### config.mk
export PLATFORM = sky130hd
export DESIGN_NAME = decimal_text_to_scaled_integer_top
export DESIGN_NICKNAME = d
export VERILOG_FILES = /design/src/rtl/dtsi_pkg.sv /design/src/rtl/dtsi_front.sv /design/src/rtl/dtsi_queue.sv /design/src/rtl/dtsi_back.sv /design/src/rtl/decimal_text_to_scaled_integer_top.sv
export SDC_FILE = /design/constraint.sdc
export NUM_CORES = 2
export LEC_CHECK = 0
export BUFFER_PORTS_ARGS = -buffer_cell sky130_fd_sc_hd__buf_4
export CORE_MARGIN = 10
export CORE_UTILIZATION = 45
export DETAILED_ROUTE_END_ITERATION = 10
export SLEW_MARGIN = 0
export SYNTH_ARGS = -nofsm -noshare
export SYNTH_HDL_FRONTEND = slang
export SYNTH_SLANG_ARGS = --single-unit
### constraint.sdc
create_clock -name clk -period 10.25 [get_ports clk]
set_input_delay 0.5125 -clock clk [delete_from_list [all_inputs] [get_ports clk]]
set_output_delay 0.5125 -clock clk [all_outputs]
set_load 0.1 [all_outputs]
### src/rtl/dtsi_pkg.sv
// shared types, character codes and constants for the decimal text to scaled integer block
package dtsi_pkg;

	// default longest accepted number string, in characters
	localparam int unsigned MAX_CHARS_DEF = 8;

	// depth of the queue between front and back
	localparam int unsigned QUEUE_DEPTH = 2;

	// ascii codes
	localparam logic [7:0] CH_ZERO = 8'h30;
	localparam logic [7:0] CH_NINE = 8'h39;
	localparam logic [7:0] CH_DOT  = 8'h2E;

	// value reported for a malformed number
	localparam logic [31:0] BAD_VALUE = 32'hFFFF_FFFF;

	// reciprocal of ten: floor(x * RECIP_TEN / 2^RECIP_SHIFT) == x / 10 for any 32-bit x
	localparam logic [63:0] RECIP_TEN   = 64'h0000_0000_CCCC_CCCD;
	localparam int unsigned RECIP_SHIFT = 35;

	// character class decided by the front
	typedef enum logic [1:0] {
		KIND_DIGIT,
		KIND_DOT,
		KIND_BAD
	} char_kind_t;

	// result status codes
	typedef enum logic [1:0] {
		STATUS_OK         = 2'd0,
		STATUS_BAD_FORMAT = 2'd1,
		STATUS_TOO_LONG   = 2'd2
	} status_t;

	// classified character as queued between front and back
	typedef struct packed {
		char_kind_t  kind;
		logic [3:0]  digit;
		logic        last;
	} char_item_t;

	// back end sequencer states
	typedef enum logic [1:0] {
		ST_ACC,
		ST_SCALE,
		ST_EMIT
	} back_state_t;

endpackage

### src/rtl/dtsi_front.sv
// front end: takes characters in and classifies them into digit, dot or bad
module dtsi_front
	import dtsi_pkg::*;
(
	input  logic        s_valid,
	output logic        s_ready,
	input  logic [7:0]  text_char,
	input  logic        last,
	input  logic        queue_full,
	output logic        push,
	output char_item_t  item
);

	// take a request whenever the queue has room
	assign s_ready = !queue_full;
	assign push    = s_valid && !queue_full;

	// classify the character
	always_comb begin
		item.last  = last;
		item.digit = 4'(text_char - CH_ZERO);
		if ((text_char >= CH_ZERO) && (text_char <= CH_NINE)) begin
			item.kind = KIND_DIGIT;
		end else if (text_char == CH_DOT) begin
			item.kind = KIND_DOT;
		end else begin
			item.kind = KIND_BAD;
		end
	end

endmodule

### src/rtl/dtsi_queue.sv
// short queue of classified characters between front and back
module dtsi_queue
	import dtsi_pkg::*;
(
	input  logic        clk,
	input  logic        arst_n,
	input  logic        push,
	input  char_item_t  push_item,
	output logic        full,
	input  logic        pop,
	output logic        not_empty,
	output char_item_t  head_item
);

	localparam int unsigned PtrW = (QUEUE_DEPTH > 1) ? $clog2(QUEUE_DEPTH) : 1;
	localparam int unsigned CntW = $clog2(QUEUE_DEPTH + 1);

	char_item_t        slots_q [QUEUE_DEPTH];
	logic [PtrW-1:0]   wr_ptr_q;
	logic [PtrW-1:0]   rd_ptr_q;
	logic [CntW-1:0]   count_q;
	logic              do_push;
	logic              do_pop;

	assign full      = (count_q == CntW'(QUEUE_DEPTH));
	assign not_empty = (count_q != '0);
	assign head_item = slots_q[rd_ptr_q];
	assign do_push   = push && !full;
	assign do_pop    = pop && not_empty;

	// storage
	always_ff @(posedge clk) begin
		if (do_push) begin
			slots_q[wr_ptr_q] <= push_item;
		end
	end

	// pointers and fill count
	always_ff @(posedge clk or negedge arst_n) begin
		if (!arst_n) begin
			wr_ptr_q <= '0;
			rd_ptr_q <= '0;
			count_q  <= '0;
		end else begin
			if (do_push) begin
				wr_ptr_q <= (wr_ptr_q == PtrW'(QUEUE_DEPTH - 1)) ? '0 : wr_ptr_q + 1'b1;
			end
			if (do_pop) begin
				rd_ptr_q <= (rd_ptr_q == PtrW'(QUEUE_DEPTH - 1)) ? '0 : rd_ptr_q + 1'b1;
			end
			if (do_push && !do_pop) begin
				count_q <= count_q + 1'b1;
			end else if (!do_push && do_pop) begin
				count_q <= count_q - 1'b1;
			end
		end
	end

endmodule

### src/rtl/dtsi_back.sv
// back end: accumulates digits, checks format and rescales by powers of ten
module dtsi_back
	import dtsi_pkg::*;
#(
	parameter int unsigned MAX_CHARS = MAX_CHARS_DEF
) (
	input  logic        clk,
	input  logic        arst_n,
	input  logic        cfg_write,
	input  logic [3:0]  cfg_places,
	input  logic        item_valid,
	input  char_item_t  item,
	output logic        pop,
	output logic        out_valid,
	input  logic        out_ready,
	output logic [31:0] out_value,
	output status_t     out_status
);

	localparam int unsigned CntW = $clog2(MAX_CHARS + 2);

	back_state_t      state_q;
	back_state_t      state_n;
	logic [3:0]       places_q;

	// number being read
	logic [31:0]      acc_q;
	logic [CntW-1:0]  cnt_q;
	logic [1:0]       dots_q;
	logic [3:0]       frac_q;
	logic             bad_q;
	logic [31:0]      acc_n;
	logic [CntW-1:0]  cnt_n;
	logic [1:0]       dots_n;
	logic [3:0]       frac_n;
	logic             bad_n;

	// rescale unit
	logic [31:0]      work_q;
	logic [3:0]       steps_q;
	logic             up_q;
	status_t          status_q;
	logic [31:0]      times_ten;
	logic [63:0]      recip_prod;
	logic [31:0]      div_ten;

	// finishing decision
	logic             too_long;
	logic             bad_format;
	logic             scale_up;
	logic [3:0]       steps_n;
	logic             take_last;
	logic             load_out;

	// output register
	logic             out_valid_q;
	logic [31:0]      out_value_q;
	status_t          out_status_q;

	// number state after the popped character
	always_comb begin
		acc_n  = acc_q;
		dots_n = dots_q;
		frac_n = frac_q;
		bad_n  = bad_q;
		cnt_n  = (cnt_q < CntW'(MAX_CHARS + 1)) ? cnt_q + 1'b1 : cnt_q;
		unique case (item.kind)
			KIND_DIGIT: begin
				acc_n = (acc_q << 3) + (acc_q << 1) + 32'(item.digit);
				if ((dots_q == 2'd1) && (frac_q != 4'hF)) begin
					frac_n = frac_q + 1'b1;
				end
			end
			KIND_DOT: begin
				if (dots_q != 2'd2) begin
					dots_n = dots_q + 1'b1;
				end
			end
			default: begin
				bad_n = 1'b1;
			end
		endcase
	end

	// classify the finished number and work out the rescale
	assign too_long   = (cnt_n > CntW'(MAX_CHARS));
	assign bad_format = bad_n || (dots_n == 2'd2);
	assign scale_up   = (places_q > frac_n);
	assign steps_n    = scale_up ? (places_q - frac_n) : (frac_n - places_q);

	// one multiply or divide by ten per cycle
	assign times_ten  = (work_q << 3) + (work_q << 1);
	assign recip_prod = 64'(work_q) * RECIP_TEN;
	assign div_ten    = 32'(recip_prod >> RECIP_SHIFT);

	// next state
	always_comb begin
		state_n = state_q;
		unique case (state_q)
			ST_ACC: begin
				if (item_valid && item.last) begin
					if (!too_long && !bad_format && (steps_n != '0)) begin
						state_n = ST_SCALE;
					end else begin
						state_n = ST_EMIT;
					end
				end
			end
			ST_SCALE: begin
				if (steps_q == 4'd1) begin
					state_n = ST_EMIT;
				end
			end
			ST_EMIT: begin
				if (!out_valid_q || out_ready) begin
					state_n = ST_ACC;
				end
			end
			default: state_n = ST_ACC;
		endcase
	end

	// sequencer outputs
	always_comb begin
		pop      = 1'b0;
		load_out = 1'b0;
		unique case (state_q)
			ST_ACC:   pop = item_valid;
			ST_SCALE: ;
			ST_EMIT:  load_out = !out_valid_q || out_ready;
			default:  ;
		endcase
	end

	assign take_last = pop && item.last;

	// control state
	always_ff @(posedge clk or negedge arst_n) begin
		if (!arst_n) begin
			state_q     <= ST_ACC;
			places_q    <= '0;
			acc_q       <= '0;
			cnt_q       <= '0;
			dots_q      <= '0;
			frac_q      <= '0;
			bad_q       <= 1'b0;
			out_valid_q <= 1'b0;
		end else begin
			state_q <= state_n;
			if (cfg_write) begin
				places_q <= cfg_places;
			end
			if (take_last) begin
				acc_q  <= '0;
				cnt_q  <= '0;
				dots_q <= '0;
				frac_q <= '0;
				bad_q  <= 1'b0;
			end else if (pop) begin
				acc_q  <= acc_n;
				cnt_q  <= cnt_n;
				dots_q <= dots_n;
				frac_q <= frac_n;
				bad_q  <= bad_n;
			end
			if (load_out) begin
				out_valid_q <= 1'b1;
			end else if (out_ready) begin
				out_valid_q <= 1'b0;
			end
		end
	end

	// rescale work and result payload
	always_ff @(posedge clk) begin
		if (take_last) begin
			up_q    <= scale_up;
			steps_q <= steps_n;
			priority if (too_long) begin
				work_q   <= '0;
				status_q <= STATUS_TOO_LONG;
			end else if (bad_format) begin
				work_q   <= BAD_VALUE;
				status_q <= STATUS_BAD_FORMAT;
			end else begin
				work_q   <= acc_n;
				status_q <= STATUS_OK;
			end
		end else if (state_q == ST_SCALE) begin
			work_q  <= up_q ? times_ten : div_ten;
			steps_q <= steps_q - 1'b1;
		end
		if (load_out) begin
			out_value_q  <= work_q;
			out_status_q <= status_q;
		end
	end

	assign out_valid  = out_valid_q;
	assign out_value  = out_value_q;
	assign out_status = out_status_q;

endmodule

### src/rtl/decimal_text_to_scaled_integer_top.sv
// Top level of the ascii decimal text to scaled integer converter.
// Throughput: one character per cycle while the queue has room; after the last character of a number the back end
// rescales it in k steps, k = |decimal_places - fraction digits| (0..15), one x10 or /10 each, then emits it.
// The two-entry queue lets up to two characters of the next number arrive while the back end is busy.
// Reset: asynchronous active low; clears the number in progress, decimal_places and the output.
module decimal_text_to_scaled_integer_top
	import dtsi_pkg::*;
#(
	parameter int unsigned MAX_CHARS = MAX_CHARS_DEF
) (
	input  logic        clk,
	input  logic        arst_n,
	// configuration: decimal_places
	input  logic        cfg_valid,
	output logic        cfg_ready,
	input  logic [3:0]  cfg_data,
	// input characters
	input  logic        s_axis_tvalid,
	output logic        s_axis_tready,
	input  logic [7:0]  s_axis_tdata,   // [7:0] text_char
	input  logic        s_axis_tlast,
	// results
	output logic        m_axis_tvalid,
	input  logic        m_axis_tready,
	output logic [31:0] m_axis_tdata,   // [31:0] value
	output logic [1:0]  m_axis_tuser    // [1:0] status
);

	logic        queue_full;
	logic        push;
	char_item_t  push_item;
	logic        pop;
	logic        not_empty;
	char_item_t  head_item;
	status_t     status;

	// register writes are always taken
	assign cfg_ready = 1'b1;

	dtsi_front u_front (
		.s_valid    (s_axis_tvalid),
		.s_ready    (s_axis_tready),
		.text_char  (s_axis_tdata),
		.last       (s_axis_tlast),
		.queue_full (queue_full),
		.push       (push),
		.item       (push_item)
	);

	dtsi_queue u_queue (
		.clk        (clk),
		.arst_n     (arst_n),
		.push       (push),
		.push_item  (push_item),
		.full       (queue_full),
		.pop        (pop),
		.not_empty  (not_empty),
		.head_item  (head_item)
	);

	dtsi_back #(
		.MAX_CHARS (MAX_CHARS)
	) u_back (
		.clk        (clk),
		.arst_n     (arst_n),
		.cfg_write  (cfg_valid && cfg_ready),
		.cfg_places (cfg_data),
		.item_valid (not_empty),
		.item       (head_item),
		.pop        (pop),
		.out_valid  (m_axis_tvalid),
		.out_ready  (m_axis_tready),
		.out_value  (m_axis_tdata),
		.out_status (status)
	);

	assign m_axis_tuser = 2'(status);

endmodule

== Word-level counts from Yosys, hierarchy flattened ==
Memories as Yosys holds them, arrays and structs flattened.
Cells that the tools add are included.

* Word-level logic and storage cells: 123
* Register bits after elaboration: 127
* Memories kept: 1
* Output and inout port bits: 37
* Bits in writable memories: 14

* Eq/ne operators: 13
* Mux-type cells: 43
* $lt $le $gt $ge: 5
* Add/subtract/negate cells: 14
* Reduce and logical (&&, ||, !) cells: 29
* Multiply operators: 1

{| class="wikitable"
|+ Memory list
! name !! words !! bits a word !! read ports !! clocked after Yosys merged registers in !! wr ports !! line !! text
|-
| u_queue.slots_q || 2 || 7 || 1 || 0 || 1 || dtsi_queue.sv:18 || <nowiki>char_item_t slots_q [QUEUE_DEPTH];</nowiki>
|}

{| class="wikitable"
|+ Operators with widths
! cell !! number
|-
| $mux 32 || 8
|-
| $add 32x32->32 || 2
|-
| $mul 32x32->64 const B || 1
|-
| $mux 4 || 10
|-
| $add 32x4->32 || 1
|-
| $mux 2 || 12
|-
| $mux 1 || 12
|-
| $logic_and 1x1->1 || 11
|-
| $reduce_bool 2->1 || 5
|-
| $add 4x1->4 const B || 2
|-
| $eq 8x6->1 const B || 1
|-
| $ge 8x6->1 const B || 1
|-
| $le 8x6->1 const B || 1
|-
| $sub 4x1->4 const B || 2
|-
| $sub 4x4->4 || 2
|-
| $eq 2x1->1 const B || 3
|-
| $eq 2x2->1 const B || 3
|-
| $logic_not 1->1 || 6
|-
| $ne 2x1->1 const B || 3
|-
| $pmux 2 s3 || 1
|-
| $add 2x1->2 const B || 2
|-
| $eq 4x1->1 const B || 1
|-
| $gt 4x4->1 || 1
|-
| $gt 4x4->1 const B || 1
|-
| other kinds (10) || 13
|}

== Logic depth before layout (Yosys ltp) ==
* Depth in word-level cells: 11
* Gate-level depth with buffers: 26
* Mapped depth without buffers: 26

== By module ==
A second synthesis with hierarchy kept.

* Cells, all modules: 2824
* Area, all modules: 26882.0 µm²

{| class="wikitable"
|+ By module, submodules not included
! module !! cells each !! area each (µm²) !! instances
|-
| dtsi_back || 2766 || 26073.8 || 1
|-
| dtsi_queue || 41 || 711.9 || 1
|-
| dtsi_front || 15 || 85.1 || 1
|-
| decimal_text_to_scaled_integer_top || 2 || 11.3 || 1
|}

== Worst setup path after synthesis ==
OpenSTA, ideal clock, no wires.

* Kind: register to register
* Start point: reg u_back.work_q[9]
* End point: reg u_back.work_q[14], data pin
* Path slack: 3.145 ns
* Library setup time: 0.261 ns
* Path buffers: 1
* Stages on the path, launching flop included: 27
* Arrival time: 6.844 ns
* Cell sequence: edfxtp_1 -> ha_1 -> clkbuf_1 -> xor2_1 -> ha_1 -> a21o_1 -> fa_1 -> inv_1 -> fa_1 -> inv_1 -> fa_1 -> fa_1 -> fa_1 -> inv_1 -> fa_1 -> inv_1 -> ha_1 -> a21oi_1 -> nand2_1 -> o31ai_1 -> o21ai_1 -> o21bai_1 -> a21oi_1 -> a21oi_1 -> o21bai_1 -> xor2_1 -> a221o_1

* Longest elaborated chain between the ends: 4
* Elaborated cells on any way between the ends: 5

{| class="wikitable"
|+ Ends and longest elaborated chain
! what !! line !! text
|-
| start, declared || dtsi_back.sv:39 || <nowiki>logic [31:0] work_q;</nowiki>
|-
| start signal, assigned || dtsi_back.sv:186 || <nowiki>work_q <= acc_n;</nowiki>
|-
| start signal, assigned || dtsi_back.sv:190 || <nowiki>work_q <= up_q ? times_ten : div_ten;</nowiki>
|-
| $mul 32x32->64 or $add 32x32->32 (tied branches) || dtsi_back.sv:93, dtsi_back.sv:92 ||
|-
| $mux 32 (*) || dtsi_back.sv:190 ||
|-
| $mux 32 (*) || dtsi_back.sv:189 || <nowiki>end else if (state_q == ST_SCALE) begin</nowiki>
|-
| $mux 32 (*) || dtsi_back.sv:176 || <nowiki>if (take_last) begin</nowiki>
|}

Mark *: on every way between the ends. The rest lies on a longest branch, timed or not. The select of a mux whose other input is x is not followed.
A chain may end at the register's enable or synchronous reset.

== Worst setup path in the final report ==
* Start point: reg u_back.work_q[16]
* End point: reg u_back.work_q[22], data pin

The elaborated chain is that of the path after synthesis.

==> reports/results.tsv <==
stage	metric	value	unit
outcome	status	finished clean	
cts	later-pin clock latency in the skew report	0.44	ns
yosys	Post-synth top cells	inv_1, ha_1, fa_1	
setup_path	most used cell, CP	fa_1	
setup_path	Worst Path Arrival	8.78	ns
final_layout	Finished Cell Area	0.0283	sq mm
sta	RSZ-0062 raised after global routing	false	
yosys	Netlist cell types	72	
die	die height	262	microns
yosys	post-synth top area cell	fa_1	
routing	Final ANT Viol Nets	0	
routing	Routed WL	79800	microns
yosys	Post-Syn Instances	2680	
final_layout	synthesis-to-finish area growth	6.99	%
yosys	FFs w/ async S/R, synth	38.3	%
yosys	Mapped Nets	3537	
routing	DRT Pass-1 Iters	5	
sta	hold violation count in the final report	0	
setup_path	CP peak stage delay	0.75	ns
routing	vias per inst	5.49	
yosys	Post-Synth XOR/XNOR Area	4.81	%
sta	hold_ws	0.112	ns
setup_path	CP Launch Type	register	
global_route	grt ovf	0	
setup_path	WS Path Type	register to register	
setup_path	Crit-path slowest cell	edfxtp_1	
yosys	Synth Area in Compound Gates	12.9	%
final_layout	share of cells above drive strength 1	4.69	%
global_route	largest net degree at the start of global routing	55	
cts	CTS Sinks	141	
placed_design	port bufs	53	
placed_design	HPWL Detailed	69500	microns
cts	Worst-path clk slew	0.06	ns
cts	total CTS buffers	17	
cts	postcts setup bufs	0	
setup_path	worst reg2reg startpoint	u_back.work_q[16]	
yosys	Yosys reg bits	141	
sta	Fmax achieved	116	MHz
cts	CTS tree	built	
setup_path	critical path startpoint	u_back.work_q[16]	
sta	post-layout min period	8.62	ns
die	std cell rows	88	
yosys	Mean Syn Cell Area	9.85	sq um
yosys	synthesized-area fraction occupied by and/or/nand/nor cells	5.72	%
die	Die ar.	0.0688	sq mm
placed_design	DP Area	0.0277	sq mm
die	Initial Utilization	45.6	%
cts	Clock Tree Buf Depth	2	
worst_hold_path	Hold/Removal Path Class	input pin to async pin	
setup_path	crit path cell chain	ha_1, inv_1, fa_1, inv_1, fa_1, inv_1, fa_1, inv_1, fa_1, fa_1, fa_1, fa_1, ha_1, a21o_1, a21o_1, a221oi_1, o21ai_1, o21bai_1, a211oi_1, a211oi_1, o21bai_1, xnor2_1, o211ai_1	
yosys	top-area cell type share of the netlist area	29.7	%
yosys	Post-Synthesis Cell Area	0.0264	sq mm
global_route	initial antenna violation count	1	
global_route	vias in the first global route	20700	
yosys	Post-synth EDFFs	87	
placed_design	Placed Instances	3460	
global_route	overall routing resource usage	23.0	%
die	Die Width	262	microns
die	I/O Pins	55	
placed_design	RePlAce Congestion	0.965	
sta	actual slew at the worst max-slew pin	1.09	ns
job	max-cap viol count	0	
setup_path	CP Max Fanout	8	
final_layout	# diodes	0	
yosys	largest family of logic cells by synthesized area	adder cells	
yosys	top-count cell post-synth	inv_1	
setup_path	critical path capture point type	register	
routing	residual DRC count	0	
cts	Hold Buf Count CTS	0	
cts	clock root buffer	clkbuf_16	
global_route	first-pass GRT wire length	124000	microns
sta	final setup violating endpoints	0	
yosys	Adder-Cell Fraction of Synth Area	50.9	%
sta	Slew HR	27.3	%
sta	setup TNS	0	ns
setup_path	Critical Path RT	10.41	ns
cts	post-cts resize count	0	
sta	crit share post-route	84.1	%
cts	H-tree Lvls	4	
routing	vias	19200	
routing	initial DRC count	1291	
die	core area	0.0579	sq mm
yosys	ranking of synthesized cells by area	fa_1, ha_1, edfxtp_1	
final_layout	NumNets Final	3571	
sta	Final Max Slew Viols	0	
yosys	mux share of post-synthesis cell area	0.635	%
yosys	Synth warnings	0	
yosys	sequential area share after synthesis	15.0	%
sta	clk_skew	0.0108	ns
final_layout	Final Non-Filler Cells	3492	
yosys	dominant synthesized flop cell	edfxtp_1	
routing	DR WL/cell	22.8	microns
==> metal layers <==
metal / vias to the layer above / global-route usage [%] / wire length [microns]
li1: 8841 / - / -
met4: 0 / 5.36 / 1530
met1: 9759 / 29.9 / 35200
met5: - / 0 / 0
met3: 83 / 2.65 / 3400
met2: 494 / 40.3 / 39600
==> layout make-up <==
class                           count  area [sq um]
Clock buffer                       20           479
Clock inverter                     12           103
Fill cell                        5484         29700
Inverter                          657          2470
Multi-Input combinational cell   1836         19800
Sequential cell                   141          3960
Tap cell                          765           957
Timing Repair Buffer               61           458
==> cell usage in the layout (no fill, tap or decap), drive strengths merged, types with 8 or more instances in the layout <==
cell type	n
inv	661
ha	447
fa	392
a21oi	144
nand2	127
o21ai	98
edfxtp	87
a21o	80
xnor2	79
nor2	76
xor2	66
buf	61
dfrtp	54
a22o	23
o21bai	21
nand3	20
clkbuf	20
nand4	18
o221ai	18
o21a	16
a31oi	14
a211oi	14
and2	12
nor2b	12
nor3	12
o31ai	12
and3	11
mux2i	10
nand2b	10
o211ai	10
a221o	9
or3	8
==> final timing paths <==
check | endpoint | slack [ns] | cells after the start
max | u_back.work_q[22] | 1.63 | 23
min | u_back.acc_q[28] | 0.11 | 1
max reg2reg | u_back.work_q[22] | 1.63 | 23
min reg2reg | u_back.out_status[0] | 0.46 | 0
max in group asynchronous | u_back.places_q[3] | 9.64 | 1
min in group clk | u_queue.slots_q[0][0] | 0.26 | 1
==> kinds of logic after synthesis <==
| group | Yosys count |
|---|---|
| flops | 141 |
| fa+ha+maj | 839 |
| xor+xnor | 145 |
| simple gates | 326 |
| compound gates | 509 |
| buf+inv | 703 |
| mux | 16 |
| other cells | 1 |
==> metrics by stage <==
stage | setup WS, ns | util (%)
global route | 1.32 | 48.8
global placement | 1.90 | 47.8
detailed placement | 1.73 | 47.8
CTS | 1.70 | 48.8
finish | 1.63 | 48.8
floorplan | 3.15 | -
==> state kept, by name, indices dropped and copies added (netlist names) <==
signal             count
u_back.acc_q          32
u_back.bad_q           1
u_back.cnt_q           4
u_back.dots_q          2
u_back.frac_q          4
u_back.out_status      2
u_back.out_valid       1
u_back.out_value      32
u_back.places_q        4
u_back.state_q         2
u_back.status_q        2
u_back.steps_q         4
u_back.up_q            1
u_back.work_q         32
u_queue.count_q        2
u_queue.rd_ptr_q       1
u_queue.slots_q       14
u_queue.wr_ptr_q       1
==> worst max-delay path, delay by kind of cell (launching register included) <==
kind	cells	cell delay [ns]
buffers and inverters	4	0.42
xor gates and xnor gates	1	0.18
AOI/OAI and AO/OA	9	2.58
DFF	1	0.75
adders and majority gates	9	4.39
Power is left out: the tool's default activity adds up to more than one toggle a clock period on the data nets, which glitch-free logic cannot reach.
